## config.mk

```make
export PLATFORM = sky130hd
export DESIGN_NAME = pedometer_step_detector_flat
export DESIGN_NICKNAME = d
export VERILOG_FILES = /design/src/design/pedsd_pkg.sv /design/src/design/pedsd_in_if.sv /design/src/design/pedsd_out_if.sv /design/src/design/pedometer_step_detector.sv /design/src/flat_wrapper.sv
export SDC_FILE = /design/constraint.sdc
export NUM_CORES = 2
export LEC_CHECK = 0
export BUFFER_PORTS_ARGS = -buffer_cell sky130_fd_sc_hd__buf_2
export CORE_ASPECT_RATIO = 0.6
export CORE_UTILIZATION = 31
export CTS_CLUSTER_SIZE = 10
export DETAILED_ROUTE_END_ITERATION = 12
export PLACE_DENSITY = 0.56
export SYNTH_ARGS = -nofsm -noshare
export SYNTH_HDL_FRONTEND = slang
export SYNTH_SLANG_ARGS = --single-unit
```

## constraint.sdc

```tcl
create_clock -name i_clk -period 23.2 [get_ports i_clk]
set_clock_uncertainty 0.1 [all_clocks]
set_input_delay 1.16 -clock i_clk [delete_from_list [all_inputs] [get_ports i_clk]]
set_output_delay 1.16 -clock i_clk [all_outputs]
set_load 0.02 [all_outputs]
```

## src/design/pedsd_pkg.sv

```systemverilog
// ----------------------------------------------------------------------------
// pedsd_pkg
// shared types and constants of the pedometer step detector
// ----------------------------------------------------------------------------
`default_nettype none

package pedsd_pkg;

    // configuration port
    localparam int CFG_IDX_W  = 3;
    localparam int CFG_DATA_W = 16;

    localparam logic [CFG_IDX_W-1:0] CFG_PEAK_THR   = 3'd0;
    localparam logic [CFG_IDX_W-1:0] CFG_VALLEY_THR = 3'd1;
    localparam logic [CFG_IDX_W-1:0] CFG_MIN_PROM   = 3'd2;
    localparam logic [CFG_IDX_W-1:0] CFG_MIN_IV     = 3'd3;
    localparam logic [CFG_IDX_W-1:0] CFG_MAX_IV     = 3'd4;
    localparam logic [CFG_IDX_W-1:0] CFG_CAD_TOL    = 3'd5;
    localparam logic [CFG_IDX_W-1:0] CFG_CONFIRM    = 3'd6;

    // register reset values
    localparam logic signed [15:0] PEAK_THR_RST   = 16'sd192;
    localparam logic signed [15:0] VALLEY_THR_RST = -16'sd90;
    localparam logic [15:0]        MIN_PROM_RST   = 16'd294;
    localparam logic [15:0]        MIN_IV_RST     = 16'd280;
    localparam logic [15:0]        MAX_IV_RST     = 16'd1300;
    localparam logic [7:0]         CAD_TOL_RST    = 8'd115;
    localparam logic [3:0]         CONFIRM_RST    = 4'd3;

    // filter levels: signed q16, samples stay below 2^24
    localparam int LVL_W       = 27;
    localparam int ALPHA_W     = 15;
    localparam int ALPHA_SHIFT = 16;
    localparam int PROD_W      = LVL_W + ALPHA_W;

    typedef logic signed [LVL_W-1:0]  t_lvl;
    typedef logic signed [PROD_W-1:0] t_prod;

    localparam logic [ALPHA_W-1:0] GRAVITY_ALPHA = 15'd1311;
    localparam logic [ALPHA_W-1:0] MOTION_ALPHA  = 15'd22938;

    // shared iteration counter for the serial multiplier and divider
    localparam int CNT_W     = 4;
    localparam int DIV_STEPS = 16;
    localparam logic [CNT_W-1:0] MUL_LAST = CNT_W'(ALPHA_W - 1);
    localparam logic [CNT_W-1:0] DIV_LAST = CNT_W'(DIV_STEPS - 1);

    localparam logic [15:0] CADENCE_NUM = 16'd60000;
    localparam logic [15:0] CADENCE_SAT = 16'hFFFF;
    localparam logic [3:0]  PEND_MAX    = 4'd15;

    typedef struct packed {
        logic [15:0] accel_magnitude;
        logic [31:0] sample_time;
        logic        sample_bad;
    } t_in_item;

    typedef struct packed {
        logic [3:0]  step_count;
        logic [15:0] step_rate;
        logic        walking;
    } t_out_item;

endpackage

`default_nettype wire

```

## src/design/pedsd_in_if.sv

```systemverilog
// ----------------------------------------------------------------------------
// pedsd_in_if
// sample channel: valid/ready handshake with an input item payload
// ----------------------------------------------------------------------------
`default_nettype none

interface pedsd_in_if;
    import pedsd_pkg::*;

    logic     valid;
    logic     ready;
    t_in_item payload;

    modport source (output valid, output payload, input ready);
    modport sink (input valid, input payload, output ready);
endinterface

`default_nettype wire

```

## src/design/pedsd_out_if.sv

```systemverilog
// ----------------------------------------------------------------------------
// pedsd_out_if
// result channel: valid/ready handshake with a result item payload
// ----------------------------------------------------------------------------
`default_nettype none

interface pedsd_out_if;
    import pedsd_pkg::*;

    logic      valid;
    logic      ready;
    t_out_item payload;

    modport source (output valid, output payload, input ready);
    modport sink (input valid, input payload, output ready);
endinterface

`default_nettype wire

```

## src/design/pedometer_step_detector.sv

```systemverilog
// ----------------------------------------------------------------------------
// pedometer_step_detector
// peak-detecting step counter on timestamped acceleration magnitudes
// ----------------------------------------------------------------------------
// One item in, one result item out. A bad sample or the first good sample
// (which seeds the gravity filter) goes straight from acceptance to the
// finish state. Every other sample runs the gravity and motion low-pass
// filters on one shift-and-add multiplier that consumes one alpha bit per
// cycle, then valley tracking, peak and interval checks and the step and
// timeout decisions, and, when a plausible, consistent and nonzero step
// interval was measured, a bit-serial restoring divider for 60000/interval.
// The sequencer takes the next item once the current one has been handed
// to the output register, which holds one finished result while the next
// item is processed. Configuration is written through i_cfg_we, i_cfg_idx
// and i_cfg_data; the user must write it only while no item is in flight,
// as the block itself does not enforce this. Timestamps wrap modulo 2^TIME_BITS.
// ----------------------------------------------------------------------------
`default_nettype none

module pedometer_step_detector #(
    parameter int TIME_BITS = 32
) (
    input  logic                              i_clk,
    input  logic                              i_rst_n,
    pedsd_in_if.sink                          i_in,
    pedsd_out_if.source                       o_out,
    input  logic                              i_cfg_we,
    input  logic [pedsd_pkg::CFG_IDX_W-1:0]  i_cfg_idx,
    input  logic [pedsd_pkg::CFG_DATA_W-1:0] i_cfg_data
);
    import pedsd_pkg::*;

    typedef enum logic [3:0] {
        S_IDLE,
        S_GRAV,   // gravity filter, serial multiply
        S_MSET,   // load motion filter operand
        S_MOT,    // motion filter, serial multiply
        S_VAL,    // valley tracking and elapsed time
        S_PEAK,   // peak and interval checks
        S_ACT,    // apply step / timeout decisions
        S_DIV,    // serial cadence division
        S_FIN     // hand result to output register
    } t_state;

    t_state r_state;

    // configuration registers
    logic signed [15:0] r_peak_thr;
    logic signed [15:0] r_valley_thr;
    logic [15:0]        r_min_prom;
    logic [15:0]        r_min_iv;
    logic [15:0]        r_max_iv;
    logic [7:0]         r_tol;
    logic [3:0]         r_confirm;

    // detector state
    logic                 r_seeded;
    t_lvl                 r_grav;
    t_lvl                 r_motion;
    t_lvl                 r_prior;
    t_lvl                 r_valley;
    logic [TIME_BITS-1:0] r_cand;
    logic                 r_have;
    logic [15:0]          r_prior_iv;
    logic [3:0]           r_pending;
    logic                 r_walking;
    logic [15:0]          r_cadence;

    // per-item working registers
    t_lvl                 r_a;
    logic [TIME_BITS-1:0] r_ts;
    logic                 r_bad;
    logic [3:0]           r_steps;
    logic [TIME_BITS-1:0] r_elapsed;
    logic                 r_peak;
    logic                 r_take;
    logic                 r_timeout;

    // shared serial multiplier and divider
    t_prod              r_mcand;
    t_prod              r_acc;
    logic [ALPHA_W-1:0] r_mplier;
    logic [CNT_W-1:0]   r_cnt;
    logic [15:0]        r_div;
    logic [15:0]        r_rem;
    logic [15:0]        r_quo;

    // output register
    logic      r_out_valid;
    t_out_item r_out;

    // combinational helpers
    t_lvl        w_a_in;
    t_prod       n_acc;
    t_lvl        w_step;
    t_lvl        w_peak_lvl;
    t_lvl        w_valley_lvl;
    t_lvl        w_prom_lvl;
    t_lvl        w_rise;
    logic        w_peak;
    logic        w_plaus;
    logic        w_iv_ok;
    logic        w_timeout;
    logic [15:0] w_iv;
    logic [15:0] w_diff;
    logic [3:0]  n_pending;
    logic [16:0] w_rem_sh;
    logic        w_ge;
    logic [15:0] n_rem;
    logic [15:0] n_quo;

    // sample in q16
    assign w_a_in = t_lvl'({i_in.payload.accel_magnitude, 8'h00});

    // one alpha bit per cycle; arithmetic shift floors the product
    assign n_acc  = r_acc + (r_mplier[0] ? r_mcand : t_prod'(0));
    assign w_step = t_lvl'(n_acc >>> ALPHA_SHIFT);

    // thresholds scaled from q8.8 to q16
    assign w_peak_lvl   = t_lvl'(r_peak_thr) <<< 8;
    assign w_valley_lvl = t_lvl'(r_valley_thr) <<< 8;
    assign w_prom_lvl   = t_lvl'({r_min_prom, 8'h00});
    assign w_rise       = r_prior - r_valley;

    assign w_peak = (r_prior > r_motion) && (r_prior >= w_peak_lvl)
                 && (r_valley <= w_valley_lvl) && (w_rise >= w_prom_lvl);

    // interval checks; the low bits are the interval whenever it is plausible
    assign w_iv    = r_elapsed[15:0];
    assign w_plaus = (r_elapsed >= TIME_BITS'(r_min_iv))
                  && (r_elapsed <= TIME_BITS'(r_max_iv));
    assign w_diff  = (w_iv >= r_prior_iv) ? (w_iv - r_prior_iv) : (r_prior_iv - w_iv);
    assign w_iv_ok = (r_prior_iv == 16'd0)
                  || ({w_diff, 8'h00} <= (24'(r_prior_iv) * 24'(r_tol)));
    assign w_timeout = r_elapsed > TIME_BITS'(r_max_iv);

    // pending count saturates
    assign n_pending = (r_pending == PEND_MAX) ? r_pending : (r_pending + 4'd1);

    // restoring division, one quotient bit per cycle
    assign w_rem_sh = {r_rem, r_quo[15]};
    assign w_ge     = w_rem_sh >= {1'b0, r_div};
    assign n_rem    = w_ge ? 16'(w_rem_sh - {1'b0, r_div}) : w_rem_sh[15:0];
    assign n_quo    = {r_quo[14:0], w_ge};

    assign i_in.ready    = (r_state == S_IDLE);
    assign o_out.valid   = r_out_valid;
    assign o_out.payload = r_out;

    always_ff @(posedge i_clk) begin
        if (!i_rst_n) begin
            r_state      <= S_IDLE;
            r_out_valid  <= 1'b0;
            r_peak_thr   <= PEAK_THR_RST;
            r_valley_thr <= VALLEY_THR_RST;
            r_min_prom   <= MIN_PROM_RST;
            r_min_iv     <= MIN_IV_RST;
            r_max_iv     <= MAX_IV_RST;
            r_tol        <= CAD_TOL_RST;
            r_confirm    <= CONFIRM_RST;
            r_seeded     <= 1'b0;
            r_grav       <= '0;
            r_motion     <= '0;
            r_prior      <= '0;
            r_valley     <= '0;
            r_cand       <= '0;
            r_have       <= 1'b0;
            r_prior_iv   <= '0;
            r_pending    <= '0;
            r_walking    <= 1'b0;
            r_cadence    <= '0;
            r_bad        <= 1'b0;
            r_steps      <= '0;
            r_cnt        <= '0;
        end else begin
            // result register: filled from the finish state, emptied by the sink
            if (r_state == S_FIN && (!r_out_valid || o_out.ready)) begin
                r_out_valid <= 1'b1;
            end else if (r_out_valid && o_out.ready) begin
                r_out_valid <= 1'b0;
            end

            if (i_cfg_we) begin
                case (i_cfg_idx)
                    CFG_PEAK_THR:   r_peak_thr   <= i_cfg_data;
                    CFG_VALLEY_THR: r_valley_thr <= i_cfg_data;
                    CFG_MIN_PROM:   r_min_prom   <= i_cfg_data;
                    CFG_MIN_IV:     r_min_iv     <= i_cfg_data;
                    CFG_MAX_IV:     r_max_iv     <= i_cfg_data;
                    CFG_CAD_TOL:    r_tol        <= i_cfg_data[7:0];
                    CFG_CONFIRM:    r_confirm    <= i_cfg_data[3:0];
                    default: ;
                endcase
            end

            case (r_state)
                S_IDLE: begin
                    if (i_in.valid) begin
                        r_a     <= w_a_in;
                        r_ts    <= TIME_BITS'(i_in.payload.sample_time);
                        r_bad   <= i_in.payload.sample_bad;
                        r_steps <= '0;
                        if (i_in.payload.sample_bad) begin
                            r_state <= S_FIN;
                        end else if (!r_seeded) begin
                            // first good sample only seeds gravity
                            r_seeded <= 1'b1;
                            r_grav   <= w_a_in;
                            r_state  <= S_FIN;
                        end else begin
                            r_mcand  <= t_prod'(w_a_in - r_grav);
                            r_mplier <= GRAVITY_ALPHA;
                            r_acc    <= '0;
                            r_cnt    <= '0;
                            r_state  <= S_GRAV;
                        end
                    end
                end

                S_GRAV: begin
                    r_acc    <= n_acc;
                    r_mcand  <= r_mcand <<< 1;
                    r_mplier <= r_mplier >> 1;
                    r_cnt    <= r_cnt + 1'b1;
                    if (r_cnt == MUL_LAST) begin
                        r_grav  <= r_grav + w_step;
                        r_state <= S_MSET;
                    end
                end

                S_MSET: begin
                    // linear acceleration minus current motion level
                    r_mcand  <= t_prod'(r_a - r_grav - r_motion);
                    r_mplier <= MOTION_ALPHA;
                    r_acc    <= '0;
                    r_cnt    <= '0;
                    r_state  <= S_MOT;
                end

                S_MOT: begin
                    r_acc    <= n_acc;
                    r_mcand  <= r_mcand <<< 1;
                    r_mplier <= r_mplier >> 1;
                    r_cnt    <= r_cnt + 1'b1;
                    if (r_cnt == MUL_LAST) begin
                        r_motion <= r_motion + w_step;
                        r_state  <= S_VAL;
                    end
                end

                S_VAL: begin
                    if (r_motion < r_valley) begin
                        r_valley <= r_motion;
                    end
                    r_elapsed <= r_ts - r_cand;
                    r_state   <= S_PEAK;
                end

                S_PEAK: begin
                    r_peak    <= w_peak;
                    r_take    <= r_have && w_plaus && w_iv_ok;
                    r_timeout <= r_have && w_timeout;
                    r_state   <= S_ACT;
                end

                S_ACT: begin
                    r_prior <= r_motion;
                    r_state <= S_FIN;
                    if (r_peak) begin
                        r_cand   <= r_ts;
                        r_have   <= 1'b1;
                        r_valley <= r_motion;
                        if (!r_take) begin
                            // inconsistent candidate restarts the count
                            r_walking  <= 1'b0;
                            r_cadence  <= '0;
                            r_pending  <= 4'd1;
                            r_prior_iv <= '0;
                        end else begin
                            r_prior_iv <= w_iv;
                            if (w_iv == 16'd0) begin
                                r_cadence <= CADENCE_SAT;
                            end else begin
                                r_div   <= w_iv;
                                r_rem   <= '0;
                                r_quo   <= CADENCE_NUM;
                                r_cnt   <= '0;
                                r_state <= S_DIV;
                            end
                            if (r_walking) begin
                                r_steps <= 4'd1;
                            end else if (n_pending >= r_confirm) begin
                                r_walking <= 1'b1;
                                r_steps   <= n_pending;
                                r_pending <= '0;
                            end else begin
                                r_pending <= n_pending;
                            end
                        end
                    end else if (r_timeout) begin
                        // no candidate within the longest interval
                        r_walking  <= 1'b0;
                        r_cadence  <= '0;
                        r_pending  <= '0;
                        r_prior_iv <= '0;
                    end
                end

                S_DIV: begin
                    r_rem <= n_rem;
                    r_quo <= n_quo;
                    r_cnt <= r_cnt + 1'b1;
                    if (r_cnt == DIV_LAST) begin
                        r_cadence <= n_quo;
                        r_state   <= S_FIN;
                    end
                end

                S_FIN: begin
                    if (!r_out_valid || o_out.ready) begin
                        r_out.step_count <= r_steps;
                        r_out.step_rate  <= r_bad ? 16'd0 : r_cadence;
                        r_out.walking    <= r_bad ? 1'b0 : r_walking;
                        r_state          <= S_IDLE;
                    end
                end

                default: r_state <= S_IDLE;
            endcase
        end
    end

endmodule

`default_nettype wire

```

## src/flat_wrapper.sv

```systemverilog
// flat-port wrapper written by rule: the top's interface ports become plain ports
module pedometer_step_detector_flat import pedsd_pkg::*;
#(
    parameter int TIME_BITS = 32
)
  (i_clk, i_rst_n, i_cfg_we, i_cfg_idx, i_cfg_data, i_in_valid, i_in_payload, i_in_ready, o_out_valid, o_out_payload, o_out_ready);
  pedsd_in_if i_in_i ();
  pedsd_out_if o_out_i ();
  input  logic i_clk;
  input  logic i_rst_n;
  input  logic i_cfg_we;
  input  logic [pedsd_pkg::CFG_IDX_W-1:0] i_cfg_idx;
  input  logic [pedsd_pkg::CFG_DATA_W-1:0] i_cfg_data;
  input wire logic [$bits(i_in_i.valid)-1:0] i_in_valid;
  input wire logic [$bits(i_in_i.payload)-1:0] i_in_payload;
  output wire logic [$bits(i_in_i.ready)-1:0] i_in_ready;
  output wire logic [$bits(o_out_i.valid)-1:0] o_out_valid;
  output wire logic [$bits(o_out_i.payload)-1:0] o_out_payload;
  input wire logic [$bits(o_out_i.ready)-1:0] o_out_ready;
  assign i_in_i.valid = i_in_valid;
  assign i_in_i.payload = i_in_payload;
  assign i_in_ready = i_in_i.ready;
  assign o_out_valid = o_out_i.valid;
  assign o_out_payload = o_out_i.payload;
  assign o_out_i.ready = o_out_ready;
  pedometer_step_detector #(.TIME_BITS(TIME_BITS)) u_core (.i_clk(i_clk), .i_rst_n(i_rst_n), .i_in(i_in_i), .o_out(o_out_i), .i_cfg_we(i_cfg_we), .i_cfg_idx(i_cfg_idx), .i_cfg_data(i_cfg_data));
endmodule
```

# Word-level counts from Yosys, hierarchy flattened
# Cells that the tools add are included.
[op_classes] mux=76 n_lt_le_gt_ge=12 addsub=13 reduce_logical=52 multipliers=1 eq_ne=33 n_bitwise=2
[op_table] operator="two-way mux 42 bit" n=7
[op_table] operator="one-hot mux 42 bit (3 select lines)" n=2
[op_table] operator="two-way mux 16 bit" n=15
[op_table] operator="two-way mux 27 bit" n=6
[op_table] operator="two-way mux 4 bit" n=27
[op_table] operator="one-hot mux 27 bit (2 select lines)" n=2
[op_table] operator="one-hot mux 16 bit (2 select lines)" n=3
[op_table] operator="subtractor 25 x 27 -> 28 bit" n=2
[op_table] operator="adder 27 x 26 -> 27 bit" n=2
[op_table] operator="subtractor 16 bit" n=3
[op_table] operator="two-way mux 15 bit" n=3
[op_table] operator="one-hot mux 15 bit (3 select lines)" n=1
[op_table] operator="adder 42 bit" n=1
[op_table] operator="one-hot mux 4 bit (9 select lines)" n=1
[op_table] operator="greater-or-equal comparator 32 x 16 -> 1 bit" n=1
[op_table] operator="> comparator 32 x 16 -> 1 bit" n=1
[op_table] operator="<= comparator 32 x 16 -> 1 bit" n=1
[op_table] operator="logical NOT 16 bit" n=2
[op_table] operator="subtractor 32 bit" n=1
[op_table] operator="AND reduction 5 bit" n=6
[op_table] operator="subtractor 28 x 27 -> 29 bit" n=1
[op_table] operator="greater-or-equal comparator 27 x 24 -> 1 bit" n=1
[op_table] operator="greater-or-equal comparator 27 x 25 -> 1 bit" n=1
[op_table] operator="> comparator 27 bit" n=1
[op_table] operator="other kinds (39)" n=98
[word_totals] elab_cells=227 input_bits=73 ff_bits=536 out_inout_bits=23

# Depth between registers and ports, before layout
[depth] depth_word=8 ltp_mapped=31 ltp_nobuf=30

# Worst setup path before layout
# OpenSTA, ideal clock, no wires.
[synth_path] kind="in2reg" startpoint="input port i_rst_n" endpoint="register u_core.r_acc[0] (enable)" setup_time_ns=0.799 t_arrival_ns=11.105 required_ns=22.301 stages=4 setup_slack_ns=11.196 cell_sequence="clkbuf_1 -> inv_2 -> clkbuf_1 -> nor4_1"
[synth_between] elab_chain_len=1
[synth_lines] element="start, declared" line_no="flat_wrapper.sv:10" source="input logic i_rst_n;"
[synth_lines] element="AND reduction 5 bit (no line)"
[synth_lines] element="end signal, assigned" line_no="pedometer_step_detector.sv:221" source="r_acc <= n_acc;"
[synth_lines] element="end signal, assigned" line_no="pedometer_step_detector.sv:241" source="r_acc <= n_acc;"
[synth_lines] element="end, declared" line_no="pedometer_step_detector.sv:81" source="t_prod r_acc;"
# Every way passes these cells.
# A chain may end at the register's enable or synchronous reset.

# Worst setup path in the final report
[layout_path] startpoint="register u_core.r_tol[2]" endpoint="register u_core.r_take (data pin)"
[layout_between] elab_chain_len=4
[layout_lines] element="start, declared" line_no="pedometer_step_detector.sv:53" source="logic [7:0] r_tol;"
[layout_lines] element="start signal, assigned" line_no="pedometer_step_detector.sv:190" source="CFG_CAD_TOL: r_tol <= i_cfg_data[7:0];"
[layout_lines] element="multiplier 16 x 8 -> 24 bit" line_no="pedometer_step_detector.sv:134" source="|| ({w_diff, 8'h00} <= (24'(r_prior_iv) * 24'(r_tol)));"
[layout_lines] element="<= comparator 24 bit" line_no="pedometer_step_detector.sv:134"
[layout_lines] element="logical OR 1 bit" line_no="pedometer_step_detector.sv:134"
[layout_lines] element="logical AND 1 bit" line_no="pedometer_step_detector.sv:261" source="r_take <= r_have && w_plaus && w_iv_ok;"
[layout_lines] element="end signal, assigned" line_no="pedometer_step_detector.sv:261"
[layout_lines] element="end, declared" line_no="pedometer_step_detector.sv:76" source="logic r_take;"
# Every way passes these cells.

==> results.md <==
- 95 — Port Buffers
- 536 — flip-flop and latch count after synthesis
- 17.6% — Synth Area in Simple Gates
- 0 — antenna viol nets, final
- 22 — Worst Reg-to-Reg Cells
- met4 — Highest Signal Layer
- 2 — maximum level of the CTS H-tree
- 23.53 ns — CP required
- no — unrepaired setup endpoints after global routing
- 7.21 ns — shortest clock period the worst path allows after layout
- 65400 um — wire length on met1
- 43000 um — length of routed met2 wiring
- 18.2 nW — leakage
- 0.08 ns — clock transition at the register clock pins on the worst setup and hold paths after CTS
- 0 — number of warnings issued by yosys
- 185000 um — wire length of the first global-routing pass
- 4.31% — xor/xnor cell area share of the yosys netlist
- 13200 sq um — sequential standard cell area
- 31.1% — ratio of final minimum period to clock period
- 7.53 ns — Data arrival, critical path
- 0 — # Post-CTS Setup Buffers
- 39800 sq um — summed instance area of the synthesized netlist
- 32495 — via count
- adder cells — largest family of logic cells by synthesized area
- 5 — antenna violations before repair
- 1.25 ns — slew at the pin with the worst max-slew slack
- 280 um — die span in y
- 465 um — Die Wd
- 33.2% — fraction of the yosys area taken by sequential cells
- 9710 um — wire length on met3
- 88.1 nW/um^2 — power density cells
- 8.88 sq um — mean post-synth cell area
- 0 — post-cts sizing count
- 5.19 — vias per cell
- 3 — CTS Buffer Depth
- 19.8% — post-synthesis adder-cell area fraction
- built — clock tree from TritonCTS
- 3091 — 1st-iter DRT viols
- 0.0848 mV — maximum VDD drop
- 18.6% — Compound-Gate Fraction of Synth Area
- sky130_fd_sc_hd__clkbuf_16 — buffer cell driving the clock tree root
- 0 — final hold violation count
- 17 — maximum fanout encountered on the critical timing path
- 4490 — number of instances in the synthesized netlist
- 19.1 um — routed wire length per instance
- 0 — post-cts hold buffer count
- 24500 sq um — area taken by multi-input logic gates
- 13070 — # fillers
- 61 — CTS buffer count
- 0.69 ns — later-pin clock latency in the skew report
- flip-flop — endpoint type of the worst setup path
- 5129 — total nets after synthesis
- 0.907% — mux contribution to synthesized area
- 30012 — via count of the first global-routing pass
- u_core.r_tol[2]$_SDFFE_PN0P_ — r2r startpoint
- sky130_fd_sc_hd__dfxtp_1 — predominant post-synthesis flop cell
- 130000 sq um — Die ar.
- 16.00 ns — setup slack on the worst flop-to-flop path
- 31.4% — initial core utilization
- 5 — DRC violations left
- 0 ns — sum of negative setup slack
- 116 — pin count of the biggest net entering global routing
- 536 — total clock sinks
- 3.88 mW — total power
- 120000 um — aggregate routed wire length
- flip-flop — type of origin of the critical path
- 6.11% — share of post-route cells with drive strength above 1
- u_core.r_cand[16]$_SDFFE_PN0P_ — end of the worst hold path
- reg2reg — worst hold-check path type
- finished, violations left — result of the run
- 0 — Setup violations, final
- u_core.r_cand[16]$_SDFFE_PN0P_ — worst min-delay path startpoint
- 101 — Site Rows
- reg2reg — kind of critical path
- 0.956 — final weighted congestion of routability-driven global placement
- design-rule violations — violations in the final reports
- 2 — Hold Path Cell Cnt
- 139 MHz — highest attainable clock frequency
- 106 — number of distinct library cell variants in the gate-level netlist after synthesis
- 92100 um — Post-DP HPWL
- 5160 — Net count, final
- u_core.r_take$_DFFE_PP_ — end of the worst register-to-register path
- 0 — number of pins with negative max-slew slack in the final report
- 9 — DR pass1 iterations
- 0 — number of violations of the max-capacitance limit
- 10.5% — area delta synth->final
- 0% — share of synthesized registers carrying an async set or reset
- 251 — Post-synth EDFFs
- 18.1% — GRT Resource Usage Total
- 16.6% — slew margin rel.
- 0 — Overflow after GRT
- 96 — # IOs
- 127000 sq um — placeable core region
==> sequential cells by signal, indices dropped and copies added (netlist names), 15 cells and up <==
signal,cells
u_core.o_out.payload,21
u_core.r_a,16
u_core.r_acc,42
u_core.r_cadence,16
u_core.r_cand,32
u_core.r_div,16
u_core.r_elapsed,32
u_core.r_grav,27
u_core.r_max_iv,16
u_core.r_mcand,42
u_core.r_min_iv,16
u_core.r_min_prom,16
u_core.r_motion,27
u_core.r_mplier,15
u_core.r_peak_thr,16
u_core.r_prior,27
u_core.r_prior_iv,16
u_core.r_quo,16
u_core.r_rem,16
u_core.r_ts,32
u_core.r_valley,27
u_core.r_valley_thr,16
==> per-stage QoR <==
stage | hold slack [ns] | setup slack [ns] | std cells | instance area, sq um | util, %
6_report | 0.353 | 16.00 | 6267 | 44000 | 34.7
5_1_grt | 0.369 | 15.32 | 6267 | 44000 | 34.7
4_1_cts | 0.354 | 16.01 | 6266 | 44000 | 34.7
3_5_place_dp | 0.346 | 16.00 | 6157 | 42200 | 33.2
3_3_place_gp | 0.342 | 16.17 | 6157 | 42200 | 33.2
2_1_floorplan | 0.300 | 11.20 | 4490 | 39800 | -
==> synth_stat cells (17+ instances only) <==
cell type / number / area, sq um
sky130_fd_sc_hd__o211ai_1: 38 / 285
sky130_fd_sc_hd__nor4_1: 29 / 181
sky130_fd_sc_hd__clkbuf_1: 147 / 552
sky130_fd_sc_hd__o21ai_0: 163 / 816
sky130_fd_sc_hd__nand3_1: 93 / 465
sky130_fd_sc_hd__a221oi_1: 17 / 149
sky130_fd_sc_hd__nor2b_1: 77 / 482
sky130_fd_sc_hd__a22oi_1: 39 / 293
sky130_fd_sc_hd__xnor2_1: 133 / 1160
sky130_fd_sc_hd__xor2_1: 60 / 526
sky130_fd_sc_hd__a21o_1: 154 / 1160
sky130_fd_sc_hd__o31ai_1: 38 / 285
sky130_fd_sc_hd__o21ai_1: 20 / 100
sky130_fd_sc_hd__a211oi_1: 41 / 308
sky130_fd_sc_hd__nand4_1: 51 / 319
sky130_fd_sc_hd__a31oi_1: 25 / 156
sky130_fd_sc_hd__nand2_1: 518 / 1940
sky130_fd_sc_hd__ha_1: 458 / 5730
sky130_fd_sc_hd__a21oi_1: 395 / 1980
sky130_fd_sc_hd__or3_1: 27 / 169
sky130_fd_sc_hd__o211a_1: 17 / 170
sky130_fd_sc_hd__nor3_1: 49 / 245
sky130_fd_sc_hd__o21a_1: 36 / 270
sky130_fd_sc_hd__nand2b_1: 59 / 369
sky130_fd_sc_hd__and3_1: 35 / 219
sky130_fd_sc_hd__inv_1: 405 / 1520
sky130_fd_sc_hd__nor2_1: 262 / 983
sky130_fd_sc_hd__fa_1: 108 / 2160
sky130_fd_sc_hd__dfxtp_1: 285 / 5710
sky130_fd_sc_hd__and2_1: 188 / 1180
sky130_fd_sc_hd__o21bai_1: 25 / 188
sky130_fd_sc_hd__edfxtp_1: 251 / 7540
sky130_fd_sc_hd__mux2i_1: 26 / 260
==> layout by cell type, fill, tap and decap left out, drive strengths merged, types with 18 or more instances in the layout <==
cell,count
and2,188
xor2,60
dfxtp,285
edfxtp,251
buf,135
xnor2,134
o21bai,26
o211ai,39
or3,28
a22oi,39
clkbuf,106
nand2b,59
a221oi,21
o21ai,185
a31oi,26
o31ai,39
inv,407
nand4,51
and3,35
ha,458
a21o,154
nor3,49
nand3,94
fa,108
nor2b,78
o211a,18
a21oi,402
o21a,36
mux2i,26
a211oi,42
nor2,263
nor4,30
nand2,520
==> worst max-delay path by stage <==
stage          slack, ns                            end                               from  depth (start not counted)
3_5_place_dp       16.00        u_core.r_take$_DFFE_PP_       u_core.r_tol[6]$_SDFFE_PN1P_                         22
3_3_place_gp       16.17        u_core.r_take$_DFFE_PP_  u_core.r_prior_iv[0]$_SDFFE_PN0P_                         23
2_1_floorplan      11.20  u_core.r_acc[0]$_SDFFCE_PP0P_                            i_rst_n                          4
4_1_cts            16.01        u_core.r_take$_DFFE_PP_       u_core.r_tol[2]$_SDFFE_PN0P_                         22
5_1_grt            15.32        u_core.r_take$_DFFE_PP_       u_core.r_tol[2]$_SDFFE_PN0P_                         22
6_report           16.00        u_core.r_take$_DFFE_PP_       u_core.r_tol[2]$_SDFFE_PN0P_                         22
==> kinds of logic after synthesis <==
kind of cell / Yosys count
xor+xnor: 194
mux: 35
simple gates: 1446
fa+ha+maj: 566
compound gates: 1139
flops: 536
buf+inv: 574
==> report_power, final <==
| group | leakage [nW] | switching [mW] | internal (mW) | total (mW) |
|---|---|---|---|---|
| Combinational | 12.7 | 1.07 | 0.664 | 1.74 |
| Clock | 0.879 | 0.419 | 0.518 | 0.937 |
| Sequential | 4.62 | 0.0718 | 1.14 | 1.21 |
==> metal layers <==
layer / vias up / global-route usage (%)
li1: 15886 / -
met1: 15552 / 30.0
met2: 946 / 23.0
met3: 111 / 4.01
met4: 0 / 2.86
met5: - / 0
==> worst max-delay path: stages (launching register included) <==
cell,delay [ns]
sky130_fd_sc_hd__dfxtp_1,0.76
sky130_fd_sc_hd__and2_1,0.24
sky130_fd_sc_hd__fa_1,0.44
sky130_fd_sc_hd__fa_1,0.48
sky130_fd_sc_hd__fa_1,0.55
sky130_fd_sc_hd__inv_1,0.06
sky130_fd_sc_hd__fa_1,0.62
sky130_fd_sc_hd__inv_1,0.07
sky130_fd_sc_hd__ha_1,0.23
sky130_fd_sc_hd__or3_1,0.31
sky130_fd_sc_hd__a211oi_1,0.32
sky130_fd_sc_hd__o211ai_1,0.15
sky130_fd_sc_hd__a31oi_1,0.21
sky130_fd_sc_hd__o21ai_0,0.15
sky130_fd_sc_hd__o41ai_1,0.45
sky130_fd_sc_hd__o21bai_1,0.11
sky130_fd_sc_hd__a21oi_1,0.19
sky130_fd_sc_hd__xor2_1,0.09
sky130_fd_sc_hd__ha_1,0.31
sky130_fd_sc_hd__nand4_1,0.15
sky130_fd_sc_hd__a2111oi_0,0.41
sky130_fd_sc_hd__a41oi_1,0.18
sky130_fd_sc_hd__a2111oi_0,0.40
==> cell type report <==
type                    count  area share, %
multi-input cells        3380           55.6
well taps                1699           4.83
repair buffers            135           1.77
clock buffers             106           4.06
diodes                      1        0.00568
inverters                 407           3.49
clock inverters             3          0.131
flip-flops and latches    536           30.1
Note: power is estimated with default switching activity, not from simulation.
